File: src/rtl/fsca_pkg.sv
// Shared types and constants for the fit-strategy chunk allocator.
package fsca_pkg;

  localparam int DATA_W    = 32;
  localparam int CFG_IDX_W = 2;
  localparam int STATUS_W  = 2;

  typedef enum logic [CFG_IDX_W-1:0] {
    CFG_STRATEGY   = 2'd0,
    CFG_HEAP_START = 2'd1,
    CFG_HEAP_LIMIT = 2'd2
  } cfg_idx_e;

  typedef enum logic [1:0] {
    STRAT_FIRST = 2'd0,
    STRAT_BEST  = 2'd1,
    STRAT_WORST = 2'd2
  } strategy_e;

  typedef enum logic [STATUS_W-1:0] {
    ST_OK      = 2'd0,
    ST_NOHEAP  = 2'd1,
    ST_FULL    = 2'd2,
    ST_UNKNOWN = 2'd3
  } status_e;

  typedef enum logic [2:0] {
    S_IDLE,
    S_SCAN,
    S_A_DECIDE,
    S_A_SPLIT,
    S_A_HEAP1,
    S_A_HEAP2,
    S_A_HEAP3,
    S_F_UPDATE
  } state_e;

endpackage

File: src/rtl/fsca_ram.sv
// Generic single-write, single-read RAM with registered read data.
module fsca_ram #(
  parameter int WIDTH = 32,
  parameter int DEPTH = 16
) (
  input  logic                     clk_i,
  input  logic                     we_i,
  input  logic [$clog2(DEPTH)-1:0] waddr_i,
  input  logic [WIDTH-1:0]         wdata_i,
  input  logic [$clog2(DEPTH)-1:0] raddr_i,
  output logic [WIDTH-1:0]         rdata_o
);

  logic [WIDTH-1:0] mem [DEPTH];

  always_ff @(posedge clk_i) begin
    if (we_i) begin
      mem[waddr_i] <= wdata_i;
    end
    rdata_o <= mem[raddr_i];
  end

endmodule

File: src/rtl/fsca_addsub.sv
// Shared adder/subtractor; on subtract, carry out high means a >= b.
module fsca_addsub #(
  parameter int WIDTH = 32
) (
  input  logic [WIDTH-1:0] a_i,
  input  logic [WIDTH-1:0] b_i,
  input  logic             sub_i,
  output logic [WIDTH-1:0] sum_o,
  output logic             co_o
);

  logic [WIDTH:0] full;

  assign full  = {1'b0, a_i} + {1'b0, b_i ^ {WIDTH{sub_i}}} + (WIDTH + 1)'(sub_i);
  assign sum_o = full[WIDTH-1:0];
  assign co_o  = full[WIDTH];

endmodule

File: src/rtl/fit_strategy_chunk_allocator.sv
// Top level of the fit-strategy chunk allocator (free list with first/best/worst fit).
//
// Usage:
//   Configuration: cfg_we_i with cfg_idx_i selects strategy (0), heap_start (1) or
//   heap_limit (2); cfg_wdata_i is written at that edge. Writing heap_start also
//   loads the heap top. Write only while busy_o is low.
//   Requests: a word is taken at a rising edge with start_i high and busy_o low.
//   action_i = 0 allocates request_size_i bytes, action_i = 1 frees the chunk
//   that starts at block_address_i.
//   Results: result_valid_o pulses for one cycle with result_address_o and
//   status_o (0 ok, 1 out of heap, 2 table full, 3 unknown address). The
//   receiver cannot stall, so the result is lost if not sampled then.
// Request sequence:
//   Every request sweeps max(FREE_ENTRIES, USED_ENTRIES) table slots, one per
//   cycle through the registered read port of each table RAM, then drains the
//   check stage. Then an allocate from the free table passes S_A_DECIDE and
//   S_A_SPLIT, one that grows the heap S_A_DECIDE and S_A_HEAP1 to S_A_HEAP3, a
//   free S_F_UPDATE. The time from accept to result strobe is set by the table
//   sweep and by the single shared adder that does the size and address sums in turn.
// Reset: both tables empty, strategy first fit, heap top 0, limit all ones.
module fit_strategy_chunk_allocator #(
  parameter int FREE_ENTRIES = 16,
  parameter int USED_ENTRIES = 16,
  parameter int ADDR_BITS    = 32
) (
  input  logic                           clk_i,
  input  logic                           rst_ni,
  input  logic                           cfg_we_i,
  input  logic [fsca_pkg::CFG_IDX_W-1:0] cfg_idx_i,
  input  logic [fsca_pkg::DATA_W-1:0]    cfg_wdata_i,
  input  logic                           start_i,
  output logic                           busy_o,
  input  logic                           action_i,
  input  logic [fsca_pkg::DATA_W-1:0]    request_size_i,
  input  logic [fsca_pkg::DATA_W-1:0]    block_address_i,
  output logic                           result_valid_o,
  output logic [fsca_pkg::DATA_W-1:0]    result_address_o,
  output logic [fsca_pkg::STATUS_W-1:0]  status_o
);

  import fsca_pkg::*;

  localparam int AB   = ADDR_BITS;
  localparam int FW   = $clog2(FREE_ENTRIES);
  localparam int UW   = $clog2(USED_ENTRIES);
  localparam int MAXE = (FREE_ENTRIES > USED_ENTRIES) ? FREE_ENTRIES : USED_ENTRIES;
  localparam int CW   = $clog2(MAXE + 1);

  typedef struct packed {
    logic [AB-1:0] start;
    logic [AB-1:0] size;
  } entry_t;

  // Sequencer and configuration
  state_e                state_q, state_d;
  logic [1:0]            strategy_q;
  logic [AB-1:0]         heap_top_q;
  logic [AB-1:0]         heap_limit_q;
  logic                  accept;

  // Latched request
  logic                  action_q;
  logic [AB-1:0]         req_q;
  logic [AB-1:0]         target_q;

  // Table valid bits
  logic [FREE_ENTRIES-1:0] free_valid_q;
  logic [USED_ENTRIES-1:0] used_valid_q;

  // Sweep pipeline: issue address, then check the registered read data
  logic [CW-1:0]         scan_q;
  logic                  chk_q;
  logic [CW-1:0]         chk_idx_q;
  logic                  chk_free, chk_used;
  logic [FW-1:0]         fidx;
  logic [UW-1:0]         uidx;
  logic                  f_ent_valid, u_ent_valid;
  logic                  take_pick;

  // Sweep findings
  logic                  pick_found_q;
  logic [FW-1:0]         pick_idx_q;
  entry_t                pick_q;
  logic                  uemp_found_q;
  logic [UW-1:0]         uemp_idx_q;
  logic                  femp_found_q;
  logic [FW-1:0]         femp_idx_q;
  logic                  hit_found_q;
  logic [UW-1:0]         hit_idx_q;
  entry_t                hit_q;

  // Update-phase scratch
  logic [AB-1:0]         rem_q;
  logic [AB-1:0]         room_q;
  logic                  top_ok_q;

  // Shared adder
  logic [AB-1:0]         alu_a, alu_b, alu_sum;
  logic                  alu_sub, alu_co;

  // Table RAM ports
  entry_t                fr_rd, ur_rd;
  logic                  fr_we, ur_we;
  logic [FW-1:0]         fr_waddr;
  logic [UW-1:0]         ur_waddr;
  entry_t                fr_wdata, ur_wdata;

  // Valid-bit and heap updates, result
  logic                  fv_set, fv_clr;
  logic [FW-1:0]         fv_idx;
  logic                  uv_set, uv_clr;
  logic [UW-1:0]         uv_idx;
  logic                  heap_we;
  logic                  done;
  status_e               done_status;
  logic [AB-1:0]         done_addr;

  logic                  res_valid_q;
  logic [DATA_W-1:0]     res_addr_q;
  status_e               res_status_q;

  assign busy_o = (state_q != S_IDLE);
  assign accept = start_i && !busy_o;

  fsca_ram #(
    .WIDTH (2 * AB),
    .DEPTH (FREE_ENTRIES)
  ) u_free_ram (
    .clk_i   (clk_i),
    .we_i    (fr_we),
    .waddr_i (fr_waddr),
    .wdata_i (fr_wdata),
    .raddr_i (scan_q[FW-1:0]),
    .rdata_o (fr_rd)
  );

  fsca_ram #(
    .WIDTH (2 * AB),
    .DEPTH (USED_ENTRIES)
  ) u_used_ram (
    .clk_i   (clk_i),
    .we_i    (ur_we),
    .waddr_i (ur_waddr),
    .wdata_i (ur_wdata),
    .raddr_i (scan_q[UW-1:0]),
    .rdata_o (ur_rd)
  );

  fsca_addsub #(
    .WIDTH (AB)
  ) u_addsub (
    .a_i   (alu_a),
    .b_i   (alu_b),
    .sub_i (alu_sub),
    .sum_o (alu_sum),
    .co_o  (alu_co)
  );

  // Check stage of the sweep: the entry whose read data is on the RAM outputs now.
  assign chk_free    = chk_q && (chk_idx_q < CW'(FREE_ENTRIES));
  assign chk_used    = chk_q && (chk_idx_q < CW'(USED_ENTRIES));
  assign fidx        = chk_idx_q[FW-1:0];
  assign uidx        = chk_idx_q[UW-1:0];
  assign f_ent_valid = chk_free && free_valid_q[fidx];
  assign u_ent_valid = chk_used && used_valid_q[uidx];

  // Candidate selection; in the sweep the adder compares sizes.
  always_comb begin
    if (strategy_q == STRAT_WORST) begin
      // adder holds pick size minus entry size: no carry means the entry is larger
      take_pick = f_ent_valid && (!pick_found_q || !alu_co);
    end else if (strategy_q == STRAT_BEST) begin
      take_pick = f_ent_valid && alu_co && (!pick_found_q || (fr_rd.size < pick_q.size));
    end else begin
      take_pick = f_ent_valid && alu_co && !pick_found_q;
    end
  end

  // Next state
  always_comb begin
    state_d = state_q;
    unique case (state_q)
      S_IDLE: begin
        if (start_i) state_d = S_SCAN;
      end
      S_SCAN: begin
        if ((scan_q == CW'(MAXE)) && !chk_q) begin
          state_d = action_q ? S_F_UPDATE : S_A_DECIDE;
        end
      end
      S_A_DECIDE: begin
        if (!uemp_found_q) begin
          state_d = S_IDLE;
        end else if (pick_found_q && alu_co) begin
          state_d = S_A_SPLIT;
        end else begin
          state_d = S_A_HEAP1;
        end
      end
      S_A_SPLIT:  state_d = S_IDLE;
      S_A_HEAP1:  state_d = S_A_HEAP2;
      S_A_HEAP2: begin
        state_d = (top_ok_q && alu_co) ? S_A_HEAP3 : S_IDLE;
      end
      S_A_HEAP3:  state_d = S_IDLE;
      S_F_UPDATE: state_d = S_IDLE;
      default:    state_d = S_IDLE;
    endcase
  end

  // Per-state controls: adder operands, table writes, result
  always_comb begin
    alu_a       = '0;
    alu_b       = '0;
    alu_sub     = 1'b1;
    fr_we       = 1'b0;
    fr_waddr    = pick_idx_q;
    fr_wdata    = hit_q;
    ur_we       = 1'b0;
    ur_waddr    = uemp_idx_q;
    ur_wdata    = '{start: heap_top_q, size: req_q};
    fv_set      = 1'b0;
    fv_clr      = 1'b0;
    fv_idx      = pick_idx_q;
    uv_set      = 1'b0;
    uv_clr      = 1'b0;
    uv_idx      = uemp_idx_q;
    heap_we     = 1'b0;
    done        = 1'b0;
    done_status = ST_OK;
    done_addr   = '0;
    unique case (state_q)
      S_IDLE: ;
      S_SCAN: begin
        if (strategy_q == STRAT_WORST) begin
          alu_a = pick_q.size;
          alu_b = fr_rd.size;
        end else begin
          alu_a = fr_rd.size;
          alu_b = req_q;
        end
      end
      S_A_DECIDE: begin
        alu_a = pick_q.size;
        alu_b = req_q;
        if (!uemp_found_q) begin
          done        = 1'b1;
          done_status = ST_FULL;
        end
      end
      S_A_SPLIT: begin
        // cut the request from the front; an exact fit empties the slot
        alu_a   = pick_q.start;
        alu_b   = req_q;
        alu_sub = 1'b0;
        if (rem_q != '0) begin
          fr_we    = 1'b1;
          fr_waddr = pick_idx_q;
          fr_wdata = '{start: alu_sum, size: rem_q};
        end else begin
          fv_clr = 1'b1;
          fv_idx = pick_idx_q;
        end
        ur_we     = 1'b1;
        ur_wdata  = '{start: pick_q.start, size: req_q};
        uv_set    = 1'b1;
        done      = 1'b1;
        done_addr = pick_q.start;
      end
      S_A_HEAP1: begin
        alu_a = heap_limit_q;
        alu_b = heap_top_q;
      end
      S_A_HEAP2: begin
        alu_a = room_q;
        alu_b = req_q;
        if (!(top_ok_q && alu_co)) begin
          done        = 1'b1;
          done_status = ST_NOHEAP;
        end
      end
      S_A_HEAP3: begin
        alu_a     = heap_top_q;
        alu_b     = req_q;
        alu_sub   = 1'b0;
        heap_we   = 1'b1;
        ur_we     = 1'b1;
        uv_set    = 1'b1;
        done      = 1'b1;
        done_addr = heap_top_q;
      end
      S_F_UPDATE: begin
        done   = 1'b1;
        uv_idx = hit_idx_q;
        if (!hit_found_q) begin
          done_status = ST_UNKNOWN;
        end else if (hit_q.size == '0) begin
          // zero-size chunk: drop it without a free entry
          uv_clr = 1'b1;
        end else if (!femp_found_q) begin
          done_status = ST_FULL;
        end else begin
          fr_we    = 1'b1;
          fr_waddr = femp_idx_q;
          fr_wdata = hit_q;
          fv_set   = 1'b1;
          fv_idx   = femp_idx_q;
          uv_clr   = 1'b1;
        end
      end
      default: ;
    endcase
  end

  // Control state, configuration, valid bits
  always_ff @(posedge clk_i or negedge rst_ni) begin
    if (!rst_ni) begin
      state_q      <= S_IDLE;
      strategy_q   <= STRAT_FIRST;
      heap_top_q   <= '0;
      heap_limit_q <= AB'(32'hFFFF_FFFF);
      free_valid_q <= '0;
      used_valid_q <= '0;
      scan_q       <= '0;
      chk_q        <= 1'b0;
      chk_idx_q    <= '0;
      pick_found_q <= 1'b0;
      uemp_found_q <= 1'b0;
      femp_found_q <= 1'b0;
      hit_found_q  <= 1'b0;
      res_valid_q  <= 1'b0;
    end else begin
      state_q     <= state_d;
      res_valid_q <= done;

      if (cfg_we_i) begin
        unique case (cfg_idx_e'(cfg_idx_i))
          CFG_STRATEGY:   strategy_q   <= cfg_wdata_i[1:0];
          CFG_HEAP_START: heap_top_q   <= AB'(cfg_wdata_i);
          CFG_HEAP_LIMIT: heap_limit_q <= AB'(cfg_wdata_i);
          default: ;
        endcase
      end
      if (heap_we) heap_top_q <= alu_sum;

      if (fv_set) free_valid_q[fv_idx] <= 1'b1;
      if (fv_clr) free_valid_q[fv_idx] <= 1'b0;
      if (uv_set) used_valid_q[uv_idx] <= 1'b1;
      if (uv_clr) used_valid_q[uv_idx] <= 1'b0;

      if (accept) begin
        scan_q       <= '0;
        chk_q        <= 1'b0;
        pick_found_q <= 1'b0;
        uemp_found_q <= 1'b0;
        femp_found_q <= 1'b0;
        hit_found_q  <= 1'b0;
      end else if (state_q == S_SCAN) begin
        // advance the sweep until every slot has been issued
        if (scan_q != CW'(MAXE)) begin
          scan_q    <= scan_q + CW'(1);
          chk_q     <= 1'b1;
          chk_idx_q <= scan_q;
        end else begin
          chk_q <= 1'b0;
        end
        if (!action_q) begin
          if (take_pick) pick_found_q <= 1'b1;
          if (chk_used && !used_valid_q[uidx]) uemp_found_q <= 1'b1;
        end else begin
          if (chk_free && !free_valid_q[fidx]) femp_found_q <= 1'b1;
          if (u_ent_valid && (ur_rd.start == target_q)) hit_found_q <= 1'b1;
        end
      end
    end
  end

  // Payload registers
  always_ff @(posedge clk_i) begin
    if (accept) begin
      action_q <= action_i;
      req_q    <= AB'(request_size_i);
      target_q <= AB'(block_address_i);
    end
    if ((state_q == S_SCAN) && !action_q) begin
      if (take_pick) begin
        pick_idx_q <= fidx;
        pick_q     <= fr_rd;
      end
      if (chk_used && !used_valid_q[uidx] && !uemp_found_q) uemp_idx_q <= uidx;
    end
    if ((state_q == S_SCAN) && action_q) begin
      if (chk_free && !free_valid_q[fidx] && !femp_found_q) femp_idx_q <= fidx;
      if (u_ent_valid && (ur_rd.start == target_q) && !hit_found_q) begin
        hit_idx_q <= uidx;
        hit_q     <= ur_rd;
      end
    end
    if (state_q == S_A_DECIDE) rem_q <= alu_sum;
    if (state_q == S_A_HEAP1) begin
      room_q   <= alu_sum;
      top_ok_q <= alu_co;
    end
    if (done) begin
      res_addr_q   <= DATA_W'(done_addr);
      res_status_q <= done_status;
    end
  end

  assign result_valid_o   = res_valid_q;
  assign result_address_o = res_addr_q;
  assign status_o         = res_status_q;

endmodule

File: config.mk
export PLATFORM = sky130hd
export DESIGN_NAME = fit_strategy_chunk_allocator
export DESIGN_NICKNAME = d
export VERILOG_FILES = /design/src/rtl/fsca_pkg.sv /design/src/rtl/fsca_ram.sv /design/src/rtl/fsca_addsub.sv /design/src/rtl/fit_strategy_chunk_allocator.sv
export SDC_FILE = /design/constraint.sdc
export NUM_CORES = 2
export LEC_CHECK = 0
export BUFFER_PORTS_ARGS = -buffer_cell sky130_fd_sc_hd__buf_4
export CORE_ASPECT_RATIO = 0.9
export CORE_MARGIN = 4
export CORE_UTILIZATION = 62
export CTS_CLUSTER_DIAMETER = 80
export DETAILED_ROUTE_END_ITERATION = 10
export GPL_TIMING_DRIVEN = 1
export HOLD_SLACK_MARGIN = 0.05
export PLACE_DENSITY = 0.79
export SYNTH_ARGS = -nofsm -noshare
export SYNTH_HDL_FRONTEND = slang
export SYNTH_SLANG_ARGS = --single-unit
File: constraint.sdc
create_clock -name clk_i -period 11.97 [get_ports clk_i]
set_input_delay 0.5985 -clock clk_i [delete_from_list [all_inputs] [get_ports clk_i]]
set_output_delay 0.5985 -clock clk_i [all_outputs]
set_load 0.005 [all_outputs]
-- After elaboration in Yosys (flattened, before gate mapping)
Memories as Yosys holds them, arrays and structs flattened. A register that Yosys moved wholly into a read port is not among the register bits.
Cells that the tools add are included.
- add/subtract/negate cells: 3
- magnitude comparators: 7
- equality and inequality tests: 17
- multiplexer cells: 86
- bitwise logic cells: 8
- reduce and logical (&&, ||, !) cells: 64
- operators by type and width (cell ; count):
    64-bit two-way mux ; 3
    32-bit one-hot mux with 6 select lines ; 1
    32-bit two-way mux ; 5
    32-bit one-hot mux with 3 select lines ; 1
    16-bit two-way mux ; 4
    32-bit one-hot mux with 2 select lines ; 1
    1-bit two-way mux ; 45
    32-bit by 32-bit adder with 33-bit output ; 1
    33-bit by 1-bit adder with 33-bit output ; 1
    16-bit AND ; 2
    32-bit == test ; 1
    32-bit zero test ; 1
    32-bit < comparator ; 1
    16-bit NOT ; 2
    16-bit OR ; 2
    32-bit nonzero test ; 1
    32-bit XOR ; 1
    1-bit logical AND ; 21
    4-bit two-way mux ; 5
    3-bit two-way mux ; 6
    3-bit one-hot mux with 6 select lines ; 1
    2-bit AND reduction ; 9
    2-bit nonzero test ; 9
    4-bit by 5-bit < comparator with 1-bit output, second input constant ; 3
    28 further kinds ; 58
- register bits after elaboration: 425
- bits in writable memories: 2048
- memories kept: 2
- memories (name ; words ; bits a word ; rd ports ; clocked after memory_dff ; wr ports ; RTL line ; text):
    u_free_ram.mem ; 16 ; 64 ; 1 ; 1 ; 1 ; fsca_ram.sv:14 ; logic [WIDTH-1:0] mem [DEPTH];
    u_used_ram.mem ; 16 ; 64 ; 1 ; 1 ; 1 ; fsca_ram.sv:14 ;

-- Longest topological paths before layout
- depth after elaboration: 14
- gate-level depth with buffers: 18

-- Cells and area by module
From an unflattened synthesis, not the netlist that was laid out.
- cell total of the unflattened synthesis: 5013
- area total of the unflattened synthesis: 99992.2 um^2
- modules (own cells, without submodules) (module ; instances ; cells an instance ; area each (um^2)):
    fsca_ram ; 2 ; 1647 ; 39581.7
    fit_strategy_chunk_allocator ; 1 ; 1424 ; 18720.5
    fsca_addsub ; 1 ; 295 ; 2108.3

-- Worst setup path after synthesis
OpenSTA, ideal clock, no wires.
- path type: register to register
- start point: register state_q[0]
- end point: register pick_idx_q[0], enable pin
- arrival time: 7.750 ns
- setup slack: 3.703 ns
- stages on the path, launching flop included: 17
- path buffers: 4
- clock period less this slack: 8.267 ns
- cell sequence: dfrtp_1 -> buf_6 -> clkbuf_1 -> nor2_1 -> clkbuf_1 -> a221oi_1 -> nand3_1 -> ha_1 -> clkbuf_1 -> a21oi_1 -> o21ai_0 -> a221o_1 -> a21o_1 -> o21ai_1 -> a21oi_1 -> or2_2 -> a21oi_1
- cells in the longest elaborated chain, start to end: 11
- ends and longest elaborated chain (element ; RTL line ; text):
    from (decl) ; fit_strategy_chunk_allocator.sv:55 ; state_e state_q, state_d;
    from (signal assigned) ; fit_strategy_chunk_allocator.sv:333 ; state_q <= state_d;
    3-bit by 2-bit == test with 1-bit output or 3-bit == test (tied branches) ; fit_strategy_chunk_allocator.sv:232 ; unique case (state_q)
    4-bit OR reduction (no source line) or 2-bit OR reduction (tied branches) ; - ;
    32-bit one-hot mux with 3 select lines or 1-bit two-way mux (tied branches) ; fit_strategy_chunk_allocator.sv:232 ;
    32-bit XOR ; fsca_addsub.sv:14 ; assign full = {1'b0, a_i} + {1'b0, b_i ^ {WIDTH{sub_i}}} + (WIDTH + 1)'(sub_i);
    32-bit by 32-bit adder with 33-bit output ; fsca_addsub.sv:14 ;
    33-bit by 1-bit adder with 33-bit output * ; fsca_addsub.sv:14 ;
    net alu_co ; fit_strategy_chunk_allocator.sv:99 ; logic alu_sub, alu_co;
    1-bit logical AND or 1-bit zero test (tied branches) ; fit_strategy_chunk_allocator.sv:173, fit_strategy_chunk_allocator.sv:175, fit_strategy_chunk_allocator.sv:171 ;
    1-bit logical AND (tied with other cells) ; fit_strategy_chunk_allocator.sv:175 ; take_pick = f_ent_valid && alu_co && !pick_found_q;
    1-bit two-way mux or 1-bit logical AND (tied branches) ; fit_strategy_chunk_allocator.sv:172, fit_strategy_chunk_allocator.sv:171 ;
    1-bit two-way mux * ; fit_strategy_chunk_allocator.sv:169 ; if (strategy_q == STRAT_WORST) begin
    2-bit AND reduction (no source line) * ; - ;
    to (signal assigned) ; fit_strategy_chunk_allocator.sv:387 ; pick_idx_q <= fidx;
    to (decl) ; fit_strategy_chunk_allocator.sv:82 ; logic [FW-1:0] pick_idx_q;
The timed path passes the listed nets; every way through them passes the cells marked *.
A chain may end at the register's enable or synchronous reset.

-- Worst setup path after layout
- start point: register state_q[2]
- end point: register pick_q[9] (netlist name), enable pin
- cells in the longest elaborated chain, start to end: 11
- ends and longest elaborated chain (element ; RTL line ; text):
    3-bit by 2-bit == test with 1-bit output or 3-bit == test (tied branches) ; fit_strategy_chunk_allocator.sv:232 ;
    4-bit OR reduction (no source line) or 2-bit OR reduction (tied branches) ; - ;
    32-bit one-hot mux with 3 select lines or 1-bit two-way mux (tied branches) ; fit_strategy_chunk_allocator.sv:232 ;
    32-bit XOR ; fsca_addsub.sv:14 ;
    32-bit by 32-bit adder with 33-bit output ; fsca_addsub.sv:14 ;
    33-bit by 1-bit adder with 33-bit output ; fsca_addsub.sv:14 ;
    1-bit logical AND or 1-bit zero test (tied branches) ; fit_strategy_chunk_allocator.sv:173, fit_strategy_chunk_allocator.sv:175, fit_strategy_chunk_allocator.sv:171 ;
    1-bit logical AND (tied with other cells) ; fit_strategy_chunk_allocator.sv:175 ;
    1-bit two-way mux or 1-bit logical AND (tied branches) ; fit_strategy_chunk_allocator.sv:172, fit_strategy_chunk_allocator.sv:171 ;
    1-bit two-way mux ; fit_strategy_chunk_allocator.sv:169 ;
    2-bit AND reduction (no source line) * ; - ;
    to (signal assigned) ; fit_strategy_chunk_allocator.sv:388 ; pick_q <= fr_rd;
    to (decl) ; fit_strategy_chunk_allocator.sv:83 ; entry_t pick_q;
Every way passes the cells marked *; elsewhere a longest branch is shown, timed or not.

==> flow_summary.json <==
{
  "cpMostUsedCell": "buf_4",
  "drc": 0,
  "core_area_mm2": 0.160,
  "num_io_pins": 139,
  "crit_slowest_cell": "buf_4",
  "leakage_nw": 37.3,
  "cp.required_ns": 12.45,
  "p_per_area_mw_per_mm2": 220,
  "crit_path_max_incr_delay_ns": 0.81,
  "maxClockFrequency_ghz": 0.145,
  "vias": 53200,
  "relSlewSlack": 0.0438,
  "avgSynthCellArea_um2": 20.9,
  "synth-main-ff-cell": "edfxtp_1",
  "grt_pass1_wl_um": 403000,
  "async_flop_share": 0.0450,
  "layout.nets": 5324,
  "drive_above_1_share": 0.270,
  "timing.rr.start": "state_q[2]",
  "finClkSkew_ns": 0.0658,
  "seqPwrFrac": 0.450,
  "tritoncts": "built",
  "ys_warn_count": 0,
  "clk_latency_ns": 0.90,
  "critPathKind": "reg -> reg",
  "clock_sinks": 2601,
  "place.detailed.hpwl_um": 160000,
  "power_frac_clock": 0.306,
  "r2r-end": "pick_q[9]",
  "power.share.switching": 0.294,
  "slew_viol_final": 0,
  "comb_power_share": 0.244,
  "whs_ns": 0.0834,
  "post_cts_resized": 0,
  "p_total_mw": 24.9,
  "grt_use_met1": 0.477,
  "grt_usage": 0.345,
  "area_growth_pct": 12.9,
  "portBuffers": 138,
  "grt_pass1_vias": 52900,
  "dieArea_mm2": 0.168,
  "r2r_slack_ns": 5.08,
  "maxCapViolCount": 0,
  "yosysUniqueCellTypes": 77,
  "synth_edf_count": 2356,
  "rows": 139,
  "path_cells": "nand2b_1, nor2_4, buf_4, a222oi_1, xnor2_1, ha_1, a21o_1, a31oi_1, or3_1, a211oi_1, o21ai_1, a21oi_1, o31ai_1, a21oi_4, buf_4",
  "cts-root-buf": "clkbuf_16",
  "synth_seq_cells": 2601,
  "drtAntennaViolNets": 0,
  "p_sw_mw": 7.32,
  "hold_viol": 0,
  "cp-end-kind": "flop",
  "hp-start": "cfg_wdata_i[4]",
  "fin_crit_sh": 0.575,
  "vdd_drop_max_uv": 230,
  "setup_violations": 0,
  "clk_path_buf_depth": 3,
  "hold_class": "in -> reg",
  "gp_congestion": 0.965,
  "p_int_mw": 17.6,
  "first_iter_violations": 8530,
  "via_per_inst": 7.10,
  "syn_area_mm2": 0.100,
  "cp.arrival_ns": 7.36,
  "drt-wirelength-per-cell_um": 38.1,
  "critical_path.startpoint_type": "flop",
  "grt_start_max_net_pins": 150,
  "firstDrtPassIters": 9,
  "initial_utilization": 0.626,
  "ys_seq_area_frac": 0.762,
  "clk_pin_slew_ns": 0.07,
  "critPathMaxFanout": 76,
  "htree_num_levels": 4,
  "grt_use_met2": 0.539,
  "syn_inst": 4799,
  "wirelength_um": 286000,
  "holdPathEnd": "heap_limit_q[4]",
  "cts_buffers": 231,
  "top_usage_layer": "met2",
  "mappedNetlistNets": 4967,
  "reg2reg_depth": 15,
  "overflow": 0,
  "hold_depth": 2,
  "outcome": "complete, no violations",
  "worstMarginPinSlew_ns": 1.43,
  "grt_setup_unrepaired": "no",
  "fp.dieW_um": 432,
  "tns_ns": 0,
  "chipHeight_um": 389,
  "antenna_found_initial": 21,
  "period_needed_ns": 6.89,
  "grtUsageMet3": 0.0665
}
## cell type report
class                   count  area, um^2
well taps                2115        2650
repair buffers            350        2920
flip-flops and latches   2601       76300
inverters                  83         314
clock buffers             314        6340
multi-input cells        1889       23000
clock inverters           127        1470
fillers                  9116       47000
diodes                     14        35.0
## state kept, by name, summed over array words and instances, names as in the netlist, 32 cells and up
name / count
hit_q: 64
heap_top_q: 32
pick_q: 64
result_address_o: 32
u_used_ram.mem: 1024
u_used_ram.rdata_o: 64
target_q: 32
rem_q: 32
room_q: 32
u_free_ram.mem: 1024
u_free_ram.rdata_o: 64
req_q: 32
heap_limit_q: 32
## placed cells by master, fill, tap and decap left out, types with 19 or more instances in the layout
cell	instances
a21o_1	34
a21oi_1	100
a221oi_1	32
a222oi_1	31
buf_4	248
bufinv_16	20
clkbuf_1	58
clkbuf_16	231
clkbuf_8	25
clkinv_1	34
clkinv_2	47
dfrtp_1	81
dfstp_2	32
dfxtp_1	128
dlygate4sd3_1	98
edfxtp_1	2356
ha_1	64
inv_1	82
mux2_2	97
mux4_2	650
nand2_1	315
nand3_1	54
nand4_1	24
nor2_1	77
nor2_4	31
nor4_1	28
o21ai_0	39
o21ai_1	19
xnor2_1	47
xor2_1	48
## metal layers
layer  part of all wire  vias up
li1                   -    20500
met3               0.11      733
met1               0.35    27600
met2               0.48     4316
met4              0.060        4
met5           0.000091        -
## per-stage QoR
stage | utilization | cells | instance area [um^2] | worst slack (ns)
2_1_floorplan | - | 4799 | 100000 | 3.70
3_3_place_gp | 0.651 | 6939 | 104000 | 5.36
3_5_place_dp | 0.651 | 6939 | 104000 | 5.30
4_1_cts | 0.706 | 7478 | 113000 | 5.27
5_1_grt | 0.706 | 7487 | 113000 | 4.79
6_report | 0.707 | 7493 | 113000 | 5.08
## critical path: cells and delay by family (launching register included)
kind                       cells  cell delay, ns
xor gates and xnor gates       1            0.19
buffers and inverters          2            1.58
and+or+nand+nor                3            1.25
adders and majority gates      1            0.41
AOI/OAI and AO/OA              8            2.20
DFF                            1            0.72
## cells in the mapped netlist (all sizes together) (6+ instances only)
cell | n | area [um^2]
dfstp | 32 | 841
nand4 | 24 | 150
o31ai | 9 | 72.6
a222oi | 31 | 310
buf | 46 | 194
mux2 | 97 | 1090
a31oi | 17 | 106
nor4 | 32 | 200
inv | 82 | 308
ha | 64 | 801
dfrtp | 85 | 2130
xor2 | 48 | 420
nor2 | 112 | 420
nand2 | 316 | 1190
mux4 | 650 | 14600
clkbuf | 180 | 676
o21a | 7 | 52.6
mux2i | 11 | 110
o21bai | 6 | 45.0
edfxtp | 2356 | 70700
and3 | 6 | 37.5
a21o | 34 | 255
nor3b | 6 | 45.0
a211oi | 11 | 82.6
nand2b | 13 | 81.3
xnor2 | 47 | 412
nor3 | 19 | 106
nand3 | 54 | 270
nand3b | 6 | 45.0
dfxtp | 128 | 2560
a21oi | 104 | 524
o22a | 13 | 114
o21ai | 61 | 309
a221oi | 32 | 280
## kinds of logic (layout without fill, tap and decap cells)
family                   Yosys count  count (layout)  share of synthesized area
multiplexers                     758             758                      0.158
other                              0              14                          0
adder cells (fa/ha/maj)           65              65                    0.00819
AND/OR/NAND/NOR                  607             607                     0.0269
flip-flops                      2601            2601                      0.762
AO/OA/AOI/OAI                    364             364                     0.0251
buffers and inverters            309             874                     0.0118
XOR/XNOR                          95              95                    0.00831
## power groups by stage
stage	sequential [mW]	clock (mW)	combinational, mW
detailed placement	11.3	0	5.82
global route	11.2	8.08	6.40
CTS	11.2	7.64	5.99
global placement	11.3	0	5.74
floorplan	10.8	0	4.47
finish	11.2	7.62	6.06
## repair_timing
action                                 CTS  global route
buffers inserted                         0             0
endpoints found under the hold margin  133             0
hold buffers                            98             0
## how the worst max path moves through the flow
stage                     slack (ns)  startpoint             to
after floorplan                 3.70  state_q[0]  pick_idx_q[0]
after global placement          5.36  state_q[2]     pick_q[45]
after detailed placement        5.30  state_q[2]     pick_q[61]
after CTS                       5.27  state_q[2]     pick_q[21]
after global routing            4.79  state_q[2]      pick_q[9]
final                           5.08  state_q[2]      pick_q[9]
No activity file was read; power rests on OpenSTA's default activity.
